### src/design/teq_pkg.sv
// Package for the timed event queue: sizes, entry and port types, status
// codes, and the circular index helper.
// Depends on nothing; every other design file imports it.
package teq_pkg;

   localparam int QUEUE_DEPTH  = 16;
   localparam int TAG_BITS     = 8;
   localparam int MAX_POPS     = 16;
   localparam int TIME_BITS    = 32;
   localparam int IDX_BITS     = (QUEUE_DEPTH > 1) ? $clog2(QUEUE_DEPTH) : 1;
   localparam int CNT_BITS     = $clog2(QUEUE_DEPTH + 1);
   localparam int POP_BITS     = $clog2(MAX_POPS + 1);
   localparam int POP_IDX_BITS = (MAX_POPS > 1) ? $clog2(MAX_POPS) : 1;

   typedef logic [TIME_BITS-1:0] time_type;
   typedef logic [TAG_BITS-1:0]  tag_type;
   typedef logic [IDX_BITS-1:0]  idx_type;
   typedef logic [CNT_BITS-1:0]  cnt_type;

   // Operation codes of an input item.
   localparam logic [1:0] OP_INSERT  = 2'd0;
   localparam logic [1:0] OP_JUMP    = 2'd1;
   localparam logic [1:0] OP_ADVANCE = 2'd2;
   localparam logic [1:0] OP_REBASE  = 2'd3;

   // Status codes of a result item.
   localparam logic [1:0] ST_DONE   = 2'd0;
   localparam logic [1:0] ST_POPPED = 2'd1;
   localparam logic [1:0] ST_FULL   = 2'd2;
   localparam logic [1:0] ST_EMPTY  = 2'd3;

   typedef struct packed {
      time_type due;
      tag_type  tag;
   } entry_type;

   typedef struct packed {
      logic      en;
      idx_type   addr;
      entry_type data;
   } wr_type;

   typedef struct packed {
      time_type a;
      time_type b;
      logic     sub;
   } alu_req_type;

   typedef struct packed {
      time_type result;
      logic     a_gt_b;
   } alu_rsp_type;

   // Physical slot of the entry at a given position behind the head.
   function automatic idx_type slot_of(input idx_type head, input cnt_type pos);
      logic [CNT_BITS:0] sum;
      sum = (CNT_BITS + 1)'(head) + (CNT_BITS + 1)'(pos);
      if (sum >= (CNT_BITS + 1)'(QUEUE_DEPTH)) begin
         sum = sum - (CNT_BITS + 1)'(QUEUE_DEPTH);
      end
      return sum[IDX_BITS-1:0];
   endfunction

endpackage

### src/design/teq_store.sv
// Entry memory of the timed event queue: one write port, one read port with
// registered read data.
// Depends on teq_pkg.
module teq_store (
   input  logic               clock,
   input  teq_pkg::wr_type    wr,
   input  teq_pkg::idx_type   raddr,
   output teq_pkg::entry_type rdata
);
   import teq_pkg::*;

   entry_type mem_ff [QUEUE_DEPTH];
   entry_type rdata_ff;

   always_ff @(posedge clock) begin
      if (wr.en) begin
         mem_ff[wr.addr] <= wr.data;
      end
      rdata_ff <= mem_ff[raddr];
   end

   assign rdata = rdata_ff;

endmodule

### src/design/teq_alu.sv
// Shared time unit of the timed event queue: one 32-bit add or subtract and
// one unsigned greater-than compare.
// Depends on teq_pkg.
module teq_alu (
   input  teq_pkg::alu_req_type req,
   output teq_pkg::alu_rsp_type rsp
);
   import teq_pkg::*;

   always_comb begin
      rsp.result = req.sub ? (req.a - req.b) : (req.a + req.b);
      rsp.a_gt_b = (req.a > req.b);
   end

endmodule

### src/design/timed_event_queue.sv
// Top level of the timed event queue: sequencer, time and count registers,
// and result channel. Uses teq_store for the entries and teq_alu for time math.
// Depends on teq_pkg, teq_store and teq_alu.
//
//   channel   direction  handshake            payload
//   req_      in         req_valid/req_stall  operation, delay, event_tag
//   rsp_      out        rsp_valid/rsp_stall  status, popped_tag, last,
//                                             current_time, next_due, occupancy
//
// One item is worked at a time; req_stall stays high until its last result
// item has been taken, and the next item is accepted in the cycle after that.
// Advance and the rejected or empty cases pass through S_FIN_RD and S_FIN_WAIT
// to their result. Insert and rebase walk every entry through the single
// memory read port, with a read state and a compare or write state per entry,
// before that same finish. Jump reads and pops events one at a time, then
// delivers one result per popped event, each held while rsp_stall is high.
// Reset is synchronous and clears the sequencer, the head, the count and now;
// the entry memory is not cleared, as only entries inside the count are read.
// A stalled result holds all of its fields unchanged.
module timed_event_queue (
   input  logic        clock,
   input  logic        reset,

   input  logic        req_valid,
   output logic        req_stall,
   input  logic [1:0]  req_operation,
   input  logic [31:0] req_delay,
   input  logic [7:0]  req_event_tag,

   output logic        rsp_valid,
   input  logic        rsp_stall,
   output logic [1:0]  rsp_status,
   output logic [7:0]  rsp_popped_tag,
   output logic        rsp_last,
   output logic [31:0] rsp_current_time,
   output logic [31:0] rsp_next_due,
   output logic [4:0]  rsp_occupancy
);
   import teq_pkg::*;

   // Sequencer states.
   localparam logic [3:0] S_IDLE     = 4'd0;
   localparam logic [3:0] S_INS_RD   = 4'd1;
   localparam logic [3:0] S_INS_CMP  = 4'd2;
   localparam logic [3:0] S_RB_RD    = 4'd3;
   localparam logic [3:0] S_RB_WR    = 4'd4;
   localparam logic [3:0] S_JP_RD    = 4'd5;
   localparam logic [3:0] S_JP_CMP   = 4'd6;
   localparam logic [3:0] S_FIN_RD   = 4'd7;
   localparam logic [3:0] S_FIN_WAIT = 4'd8;
   localparam logic [3:0] S_EMIT     = 4'd9;

   logic [3:0]          state_ff, state_in;
   idx_type             head_ff, head_in;
   cnt_type             count_ff, count_in;
   time_type            now_ff, now_in;
   time_type            due_ff, due_in;        // due time of the entry being carried
   tag_type             tag_ff, tag_in;        // tag of the entry being carried
   cnt_type             pos_ff, pos_in;        // walk position behind the head
   logic                placed_ff, placed_in;  // new event already written
   logic [1:0]          status_ff, status_in;
   time_type            next_due_ff, next_due_in;
   logic [POP_BITS-1:0] npop_ff, npop_in;      // events popped by this jump
   logic [POP_BITS-1:0] rsp_idx_ff, rsp_idx_in; // result being delivered
   logic                first_ff, first_in;    // first pop of a jump sets now
   tag_type             popped_ff [MAX_POPS];
   logic                pop_wr;

   wr_type      wr;
   idx_type     raddr;
   entry_type   rdata;
   alu_req_type alu_req;
   alu_rsp_type alu_rsp;

   logic req_take;
   logic rsp_take;
   logic is_last;

   teq_store u_store (
      .clock (clock),
      .wr    (wr),
      .raddr (raddr),
      .rdata (rdata)
   );

   teq_alu u_alu (
      .req (alu_req),
      .rsp (alu_rsp)
   );

   assign req_stall = (state_ff != S_IDLE);
   assign req_take  = req_valid && !req_stall;
   assign rsp_valid = (state_ff == S_EMIT);
   assign rsp_take  = rsp_valid && !rsp_stall;

   // A jump delivers one result per popped event; every other item one result.
   assign is_last = (status_ff != ST_POPPED) || (rsp_idx_ff == npop_ff - POP_BITS'(1));

   always_comb begin
      state_in    = state_ff;
      head_in     = head_ff;
      count_in    = count_ff;
      now_in      = now_ff;
      due_in      = due_ff;
      tag_in      = tag_ff;
      pos_in      = pos_ff;
      placed_in   = placed_ff;
      status_in   = status_ff;
      next_due_in = next_due_ff;
      npop_in     = npop_ff;
      rsp_idx_in  = rsp_idx_ff;
      first_in    = first_ff;
      pop_wr      = 1'b0;

      wr.en      = 1'b0;
      wr.addr    = slot_of(head_ff, pos_ff);
      wr.data    = rdata;
      raddr      = slot_of(head_ff, cnt_type'(0));
      alu_req.a   = now_ff;
      alu_req.b   = req_delay;
      alu_req.sub = 1'b0;

      case (state_ff)
         S_IDLE: begin
            if (req_take) begin
               status_in = ST_DONE;
               case (req_operation)
                  OP_INSERT: begin
                     due_in    = alu_rsp.result;
                     tag_in    = tag_type'(req_event_tag);
                     pos_in    = '0;
                     placed_in = 1'b0;
                     if (count_ff == cnt_type'(QUEUE_DEPTH)) begin
                        status_in = ST_FULL;
                        state_in  = S_FIN_RD;
                     end else begin
                        state_in = S_INS_RD;
                     end
                  end
                  OP_JUMP: begin
                     npop_in  = '0;
                     first_in = 1'b1;
                     if (count_ff == '0) begin
                        status_in = ST_EMPTY;
                        state_in  = S_FIN_RD;
                     end else begin
                        status_in = ST_POPPED;
                        state_in  = S_JP_RD;
                     end
                  end
                  OP_ADVANCE: begin
                     now_in   = alu_rsp.result;
                     state_in = S_FIN_RD;
                  end
                  OP_REBASE: begin
                     pos_in   = '0;
                     state_in = S_RB_RD;
                  end
                  default: begin
                     state_in = S_FIN_RD;
                  end
               endcase
            end
         end

         // Walk from the head. The new event takes the slot of the first entry
         // due later than it, and from there every entry moves back one slot,
         // carried in due_ff and tag_ff. The list is taken in the order it
         // stands, which need not be sorted once a rebase has wrapped entries.
         S_INS_RD: begin
            if (pos_ff == count_ff) begin
               wr.en       = 1'b1;
               wr.data.due = due_ff;
               wr.data.tag = tag_ff;
               count_in    = count_ff + cnt_type'(1);
               state_in    = S_FIN_RD;
            end else begin
               raddr    = slot_of(head_ff, pos_ff);
               state_in = S_INS_CMP;
            end
         end

         S_INS_CMP: begin
            alu_req.a = rdata.due;
            alu_req.b = due_ff;
            // Equal due times stay ahead of the new event.
            if (placed_ff || alu_rsp.a_gt_b) begin
               wr.en       = 1'b1;
               wr.data.due = due_ff;
               wr.data.tag = tag_ff;
               due_in      = rdata.due;
               tag_in      = rdata.tag;
               placed_in   = 1'b1;
            end
            pos_in   = pos_ff + cnt_type'(1);
            state_in = S_INS_RD;
         end

         S_RB_RD: begin
            if (pos_ff == count_ff) begin
               now_in   = '0;
               state_in = S_FIN_RD;
            end else begin
               raddr    = slot_of(head_ff, pos_ff);
               state_in = S_RB_WR;
            end
         end

         S_RB_WR: begin
            alu_req.a   = rdata.due;
            alu_req.b   = now_ff;
            alu_req.sub = 1'b1;
            wr.en       = 1'b1;
            wr.data.due = alu_rsp.result;
            pos_in      = pos_ff + cnt_type'(1);
            state_in    = S_RB_RD;
         end

         S_JP_RD: begin
            if ((count_ff == '0) || (npop_ff == POP_BITS'(MAX_POPS))) begin
               state_in = S_FIN_RD;
            end else begin
               state_in = S_JP_CMP;
            end
         end

         // The first pop moves now to the head's due time; later pops need
         // a due time not above now.
         S_JP_CMP: begin
            alu_req.a = rdata.due;
            alu_req.b = now_ff;
            if (first_ff || !alu_rsp.a_gt_b) begin
               if (first_ff) begin
                  now_in = rdata.due;
               end
               pop_wr   = 1'b1;
               npop_in  = npop_ff + POP_BITS'(1);
               head_in  = slot_of(head_ff, cnt_type'(1));
               count_in = count_ff - cnt_type'(1);
               first_in = 1'b0;
               state_in = S_JP_RD;
            end else begin
               state_in = S_FIN_RD;
            end
         end

         S_FIN_RD: begin
            state_in = S_FIN_WAIT;
         end

         S_FIN_WAIT: begin
            next_due_in = (count_ff != '0) ? rdata.due : '0;
            rsp_idx_in  = '0;
            state_in    = S_EMIT;
         end

         S_EMIT: begin
            if (rsp_take) begin
               if (is_last) begin
                  state_in = S_IDLE;
               end else begin
                  rsp_idx_in = rsp_idx_ff + POP_BITS'(1);
               end
            end
         end

         default: begin
            state_in = S_IDLE;
         end
      endcase
   end

   always_ff @(posedge clock) begin
      if (reset) begin
         state_ff <= S_IDLE;
         head_ff  <= '0;
         count_ff <= '0;
         now_ff   <= '0;
      end else begin
         state_ff <= state_in;
         head_ff  <= head_in;
         count_ff <= count_in;
         now_ff   <= now_in;
      end
   end

   always_ff @(posedge clock) begin
      due_ff      <= due_in;
      tag_ff      <= tag_in;
      pos_ff      <= pos_in;
      placed_ff   <= placed_in;
      status_ff   <= status_in;
      next_due_ff <= next_due_in;
      npop_ff     <= npop_in;
      rsp_idx_ff  <= rsp_idx_in;
      first_ff    <= first_in;
      if (pop_wr) begin
         popped_ff[npop_ff[POP_IDX_BITS-1:0]] <= rdata.tag;
      end
   end

   // Every result of an item reports the state after the whole operation.
   assign rsp_status       = status_ff;
   assign rsp_popped_tag   = (status_ff == ST_POPPED) ?
                             8'(popped_ff[rsp_idx_ff[POP_IDX_BITS-1:0]]) : 8'd0;
   assign rsp_last         = is_last;
   assign rsp_current_time = now_ff;
   assign rsp_next_due     = next_due_ff;
   assign rsp_occupancy    = 5'(count_ff);

endmodule
### config.mk
export PLATFORM = sky130hd
export DESIGN_NAME = timed_event_queue
export DESIGN_NICKNAME = d
export VERILOG_FILES = /design/src/design/teq_pkg.sv /design/src/design/teq_store.sv /design/src/design/teq_alu.sv /design/src/design/timed_event_queue.sv
export SDC_FILE = /design/constraint.sdc
export NUM_CORES = 2
export LEC_CHECK = 0
export ABC_AREA = 1
export BUFFER_PORTS_ARGS = -buffer_cell sky130_fd_sc_hd__buf_2
export CAP_MARGIN = 0
export CORE_ASPECT_RATIO = 0.5
export CORE_MARGIN = 4
export CORE_UTILIZATION = 61
export CTS_CLUSTER_SIZE = 12
export DETAILED_ROUTE_END_ITERATION = 8
export HOLD_SLACK_MARGIN = 0.05
export PLACE_DENSITY_LB_ADDON = 0.15
export SYNTH_ARGS = -nofsm -noshare
export SYNTH_HDL_FRONTEND = slang
export SYNTH_SLANG_ARGS = --single-unit
### constraint.sdc
create_clock -name clock -period 6.9 [get_ports clock]
set_input_delay 1.035 -clock clock [delete_from_list [all_inputs] [get_ports clock]]
set_output_delay 1.035 -clock clock [all_outputs]
set_load 0.01 [all_outputs]
Word level (Yosys, flattened, before mapping)
Memory sizes are Yosys's and may differ from the RTL's. A register that Yosys moved wholly into a read port is not among the register bits.
Index checks and enable logic that the tools add are counted.
{"block": "word_totals", "output_inout_bits": 82, "wordCells": 168, "latchBits": 0, "in_bits": 46, "ramBits": 768, "rom_bits": 0, "mem_count": 2, "regBits": 136}
{"memory": "u_store.mem_ff", "words": 16, "word_bits": 40, "read_ports": 1, "rd_clocked_by_memory_dff": 1, "write_ports": 1, "line": "teq_store.sv:12", "rtl": "entry_type mem_ff [QUEUE_DEPTH];"}
{"memory": "popped_ff", "words": 16, "word_bits": 8, "read_ports": 1, "rd_clocked_by_memory_dff": 1, "write_ports": 1, "line": "timed_event_queue.sv:66", "rtl": "tag_type popped_ff [MAX_POPS];"}
{"block": "op_classes", "n_eq_ne": 31, "muxes": 72, "bitwise": 0, "n_reduce_logical": 33, "mul": 0, "magnitude_cmp": 4, "shift": 0, "div": 0, "addsub": 13}
{"cell": "$mux 32", "count": 9}
{"cell": "$pmux 32 s3", "count": 2}
{"cell": "$pmux 64 s2", "count": 1}
{"cell": "$mux 40", "count": 2}
{"cell": "$pmux 32 s2", "count": 1}
{"cell": "$mux 5", "count": 9}
{"cell": "$pmux 4 s10", "count": 1}
{"cell": "$pmux 5 s2", "count": 4}
{"cell": "$mux 4", "count": 9}
{"cell": "$add 32x32->32", "count": 1}
{"cell": "$gt 32x32->1", "count": 1}
{"cell": "$mux 8", "count": 4}
{"cell": "$pmux 8 s2", "count": 2}
{"cell": "$sub 32x32->32", "count": 1}
{"cell": "$add 5x1->5 const B", "count": 4}
{"cell": "$eq 4x3->1 const B", "count": 4}
{"cell": "$mux 1", "count": 16}
{"cell": "$ne 2x2->1 const B", "count": 8}
{"cell": "$pmux 4 s4", "count": 1}
{"cell": "$ne 2x1->1 const B", "count": 6}
{"cell": "$reduce_and 3->1", "count": 4}
{"cell": "$sub 4x1->4 const B", "count": 3}
{"cell": "$eq 5x5->1", "count": 2}
{"cell": "$eq 5x5->1 const B", "count": 2}
{"cell": "30 further kinds", "count": 56}

Longest topological paths before layout
{"block": "logic_depth", "word_depth": 10, "depth_mapped": 27, "ltp_nobuf": 24}

Cells and area by module
Synthesis repeated with hierarchy kept, for this count alone.
{"block": "unflattened", "hier_cells": 5312, "hier_area_um2": 47486.8}
{"module": "teq_store", "cells_each": 2643, "area_per_inst_um2": 28290.9, "instances": 1, "seq_area_each_um2": 20019.2}
{"module": "timed_event_queue", "cells_each": 1560, "area_per_inst_um2": 13877.1, "instances": 1, "seq_area_each_um2": 7557.2}
{"module": "teq_alu", "cells_each": 1109, "area_per_inst_um2": 5318.9, "instances": 1, "seq_area_each_um2": 0.0}

Worst setup path after synthesis
OpenSTA, ideal clock, no wires.
{"block": "synth_path", "path_type": "reg2reg", "from": "register state_ff[2]", "to": "register due_ff[0] (enable)", "synth_period_minus_slack_ns": 5.842, "path_slack_ns": 1.058, "required_ns": 6.447, "arrival_ns": 5.389, "path_buffers": 4, "path_stages_with_launch": 25, "setup_time_ns": 0.453, "cell_sequence": "dfxtp_1 > inv_2 > nand2_2 > nor2_1 > clkbuf_1 > inv_1 > clkbuf_1 > buf_1 > o221ai_1 > ha_1 > fa_1 > inv_1 > nand2_1 > nand3_1 > nand2_1 > nand2_1 > nand2_1 > nand2_1 > nand2_1 > nand2_2 > nand2_2 > nand2_2 > nand2_1 > buf_4 > a21oi_1"}
{"block": "synth_between", "elab_chain_len": 7, "elab_cells_between_ends": 16, "cone_classes": "1 x order compare; 6 x eq/ne; 1 x mux; 8 x reduce/logical"}
{"item": "start: declaration", "line": "timed_event_queue.sv:53", "rtl": "logic [3:0] state_ff, state_in;"}
{"item": "start signal: assignment", "line": "timed_event_queue.sv:280", "rtl": "state_ff <= state_in;"}
{"item": "$eq 4x3->1", "line": "timed_event_queue.sv:123", "rtl": "case (state_ff)"}
{"item": "$reduce_or 2->1 (no line)"}
{"item": "$pmux 64 s2", "line": "timed_event_queue.sv:123"}
{"item": "$gt 32x32->1", "line": "teq_alu.sv:12", "rtl": "rsp.a_gt_b = (req.a > req.b);"}
{"item": "$logic_or 1x1->1", "line": "timed_event_queue.sv:187", "rtl": "if (placed_ff || alu_rsp.a_gt_b) begin"}
{"item": "$ne 2x2->1 (no line)"}
{"item": "$reduce_and 4->1 (no line) *"}
{"item": "end signal: assignment", "line": "timed_event_queue.sv:288", "rtl": "due_ff <= due_in;"}
{"item": "end: declaration", "line": "timed_event_queue.sv:57", "rtl": "time_type due_ff, due_in;"}
Every way passes the cells marked *; elsewhere a longest branch is shown, timed or not.
A chain may end at the register's enable or synchronous reset.

Worst setup path in the final report
{"block": "layout_path", "from": "register state_ff[3]", "to": "memory u_store.mem_ff[1][20] (netlist name) (enable)"}
{"block": "layout_between", "elab_chain_len": 9, "elab_cells_between_ends": 12, "cone_classes": "1 x order compare; 4 x eq/ne; 5 x mux; 2 x reduce/logical"}
{"item": "$eq 4x3->1", "line": "timed_event_queue.sv:123"}
{"item": "$reduce_or 2->1 (no line)"}
{"item": "$pmux 64 s2", "line": "timed_event_queue.sv:123"}
{"item": "$gt 32x32->1", "line": "teq_alu.sv:12"}
{"item": "$logic_or 1x1->1", "line": "timed_event_queue.sv:187"}
{"item": "$mux 1", "line": "timed_event_queue.sv:187"}
{"item": "$pmux 1 s3 *", "line": "timed_event_queue.sv:123"}
{"item": "$mux 1 *", "line": "teq_store.sv:16", "rtl": "if (wr.en) begin"}
{"item": "$mux 1 (implied by the code) *", "line": "teq_store.sv:17", "rtl": "mem_ff[wr.addr] <= wr.data;"}
{"item": "end: declaration", "line": "teq_store.sv:12"}
Marked as above.

==> impl_metrics.env <==
export IMPL_seq_area_frac_synth_pct=57.6
export IMPL_start_util_pct=61.8
export IMPL_synth_avg_cell_area_um2=8.72
export IMPL_fin_setup_tns_ps=0
export IMPL_netlist_area_leader_share_pct=53.9
export IMPL_die_y_um=206
export IMPL_cp_start_kind="register"
export IMPL_worstSetupEndpointType="register"
export IMPL_cts_buffer_depth=3
export IMPL_p_leak_nw=23.2
export IMPL_clkPwrFrac_pct=16.7
export IMPL_initialDrtViolationCount=5624
export IMPL_grt_max_degree=159
export IMPL_htree_levels=3
export IMPL_multiInputGateArea_um2=15700
export IMPL_mappedNetlistArea_um2=47900
export IMPL_slowest_delay_ps=650
export IMPL_synthArstFlopShare_pct=0
export IMPL_path_cells="inv_2, nand2_2, nor2_1, inv_1, buf_4, o22ai_1, a21oi_1, inv_1, ha_1, nor2_1, nand2_1, nor2_1, nand2_1, inv_1, nand2_1, nand2_2, nand2_2, nand2_2, nand2_1, buf_4, nand3_1, nand2_1, nor2_4, buf_4"
export IMPL_drt_pass1_iter_count=7
export IMPL_grt_pass1_vias=35400
export IMPL_syn_nets=5622
export IMPL_internal_power_mw=14.6
export IMPL_regArea_um2=27600
export IMPL_ios=128
export IMPL_fmax_mhz=171
export IMPL_switching_share_pct=48.1
export IMPL_yosysTopAreaCell="edfxtp_1"
export IMPL_worst_path_max_delay_cell="inv_1"
export IMPL_dieArea_um2=83300
export IMPL_die_width_um=404
export IMPL_routed_wl_um=148000
export IMPL_synth_top_flop_cell="edfxtp_1"
export IMPL_hpwlAfterDp_um=97000
export IMPL_portBuffers=127
export IMPL_vias=38600
export IMPL_synth_seq_cells=948
export IMPL_min_period_over_period_pct=84.7
export IMPL_syn2layout_area_growth_pct=8.86
export IMPL_crit_arrival_ps=6200
export IMPL_holdWs_ps=508
export IMPL_drc=0
export IMPL_syn_inst=5491
export IMPL_drive_gt1_share_pct=6.51
export IMPL_grt_use_total_pct=35.3
export IMPL_vias_per_cell=5.82
export IMPL_relSlewSlack_pct=17.2
export IMPL_peakVddDrop_mv=0.413
export IMPL_cap_violations=0
export IMPL_place_gp_congestion=1.06
export IMPL_clock_skew_ps=37.9
export IMPL_antenna_found_initial=4
export IMPL_root_buffer="clkbuf_16"
export IMPL_min_period_ps=5840
export IMPL_clock_sinks=948
export IMPL_hp_class="register to register"
export IMPL_crit_type="register to register"
export IMPL_cts_hold_buffers=0
export IMPL_cts_tree="yes"
export IMPL_crit_buf_inv=7
export IMPL_path_max_fanout=23
export IMPL_n_fill_cell=6129
export IMPL_status="finished clean"
export IMPL_rows=72
export IMPL_cts_made_buffers=91
export IMPL_critical_path_top_delay_family="simple AND/OR/NAND/NOR gates"
export IMPL_fin_nets=5648
export IMPL_synth_cell_type_count=44
export IMPL_yosys_warnings=0
export IMPL_cts_setup_buffers=0
export IMPL_hold_violations=0
export IMPL_ant_nets=0
export IMPL_grt_overflow=0
export IMPL_grt_pass1_wl_um=220000
export IMPL_drt_wirelength_per_cell_um=22.3
export IMPL_slew_violations=0
export IMPL_rsz0062_at_grt="no"
export IMPL_core_um2=77500
export IMPL_switching_power_mw=13.5
export IMPL_synth_top_cells_by_area="edfxtp_1, nand2_1, inv_1"
export IMPL_postCtsResizedCells=0
export IMPL_power_density_nw_per_um2=539
export IMPL_worst_pin_slew_ps=1240
export IMPL_clk_pin_slew_ps=60
export IMPL_setup_viol=0
export IMPL_synth_edf_count=859
export IMPL_power_share_sequential_pct=33.5
export IMPL_worstSkewPairLatency_ps=690
export IMPL_cp_required_ps=7260
export IMPL_power_frac_comb_pct=49.8
export IMPL_path_common_cell="nand2_1"
## sequential cells by signal, summed over array words and instances (netlist names), named ones only
signal            flops
due_ff               32
first_ff              1
head_ff               4
npop_ff               5
placed_ff             1
popped_ff           128
pos_ff                5
rsp_current_time     32
rsp_idx_ff            5
rsp_next_due         32
rsp_occupancy         5
rsp_status            2
state_ff              4
tag_ff                8
u_store.mem_ff      640
u_store.rdata        40
## cells in the mapped netlist (55+ instances only)
cell type	number
inv_1	941
clkbuf_1	103
edfxtp_1	859
nand3_1	684
dfxtp_1	89
nand2_1	1667
buf_2	110
o21ai_0	194
ha_1	81
a21oi_1	117
nor2_1	304
nand4_1	55
## layout make-up
cell class              instances  share of cell area, %
diodes                          1                0.00480
clock buffers                 155                   4.83
clock inverters                13                  0.367
inverters                     959                   6.91
multi-input cells            3329                   30.1
flip-flops and latches        948                   52.9
well taps                    1036                   2.49
repair buffers                188                   2.34
## power by group through the flow
stage	combinational (mW)	sequential, mW	clock [mW]
after floorplan	8.76	9.11	0
after global placement	13.2	9.45	0
after detailed placement	13.3	9.47	0
after CTS	13.4	9.35	4.72
final	14.0	9.40	4.69
after global routing	15.2	9.45	4.99
## worst register-to-register path, cell delays in order, from the launching register on
cell and delay, ps:
dfxtp_1 340, inv_2 80, nand2_2 150, nor2_1 120, inv_1 650, buf_4 290
o22ai_1 90, a21oi_1 330, inv_1 80, ha_1 430, nor2_1 220, nand2_1 140
nor2_1 210, nand2_1 180, inv_1 90, nand2_1 60, nand2_2 160, nand2_2 90
nand2_2 70, nand2_1 50, buf_4 210, nand3_1 240, nand2_1 310, nor2_4 540
buf_4 370
## layer usage
layer  track usage [%]  wire length, µm
met4              9.07             3500
met5                 0                0
met1              53.3            61700
met3              9.11            20500
met2              51.1            62300
## placed cells by master (no fill, tap or decap), types with 5 or more instances in the layout
master and count:
nand2_1 1667, nand2_2 6, clkbuf_1 64, a22oi_1 39, nor2_2 8, o21ai_0 194, inv_2 16, dfxtp_1 89
edfxtp_1 859, buf_12 10, xnor2_1 11, o221ai_1 22, xor2_1 21, nor2_1 283, clkbuf_16 91, nand3_1 684
o211ai_1 11, nor3_1 12, ha_1 81, a21oi_1 116, buf_2 127, o21bai_1 5, inv_1 939, nor2_4 22
or2_2 6, buf_4 51, clkinv_1 6, o22ai_1 45, nand4_1 55
## kinds of logic (layout without fill, tap and decap cells)
| logic type | count (synthesis) | count (layout) | share of synthesized area [%] |
|---|---|---|---|
| buffers and inverters | 1214 | 1315 | 10.1 |
| and+or+nand+nor | 2762 | 2762 | 24.1 |
| xor gates and xnor gates | 32 | 32 | 0.586 |
| DFF | 948 | 948 | 57.6 |
| other | 0 | 1 | 0 |
| adders and majority gates | 85 | 85 | 2.29 |
| AOI/OAI and AO/OA | 450 | 450 | 5.38 |
## path summary, 6_finish.rpt
path,from,to,slack (ps),cells past startpoint
setup reg to reg,state_ff[3],u_store.mem_ff[1][20],1060,24
hold / removal,head_ff[3],head_ff[3],510,2
hold reg to reg,head_ff[3],head_ff[3],510,2
setup / recovery,state_ff[3],u_store.mem_ff[1][20],1060,24
## per-stage QoR
step                      total power [mW]  std cells  cell area, µm²  setup slack (ps)  utilization, %
after floorplan                       17.9       5491           47900              1060               -
after global placement                22.6       6460           49400              1330            63.7
after detailed placement              22.8       6460           49400              1260            63.7
after CTS                             27.5       6628           52100              1220            67.2
after global routing                  29.6       6628           52100               855            67.2
final                                 28.1       6629           52100              1060            67.2
Power figures use the tool's default switching activity.
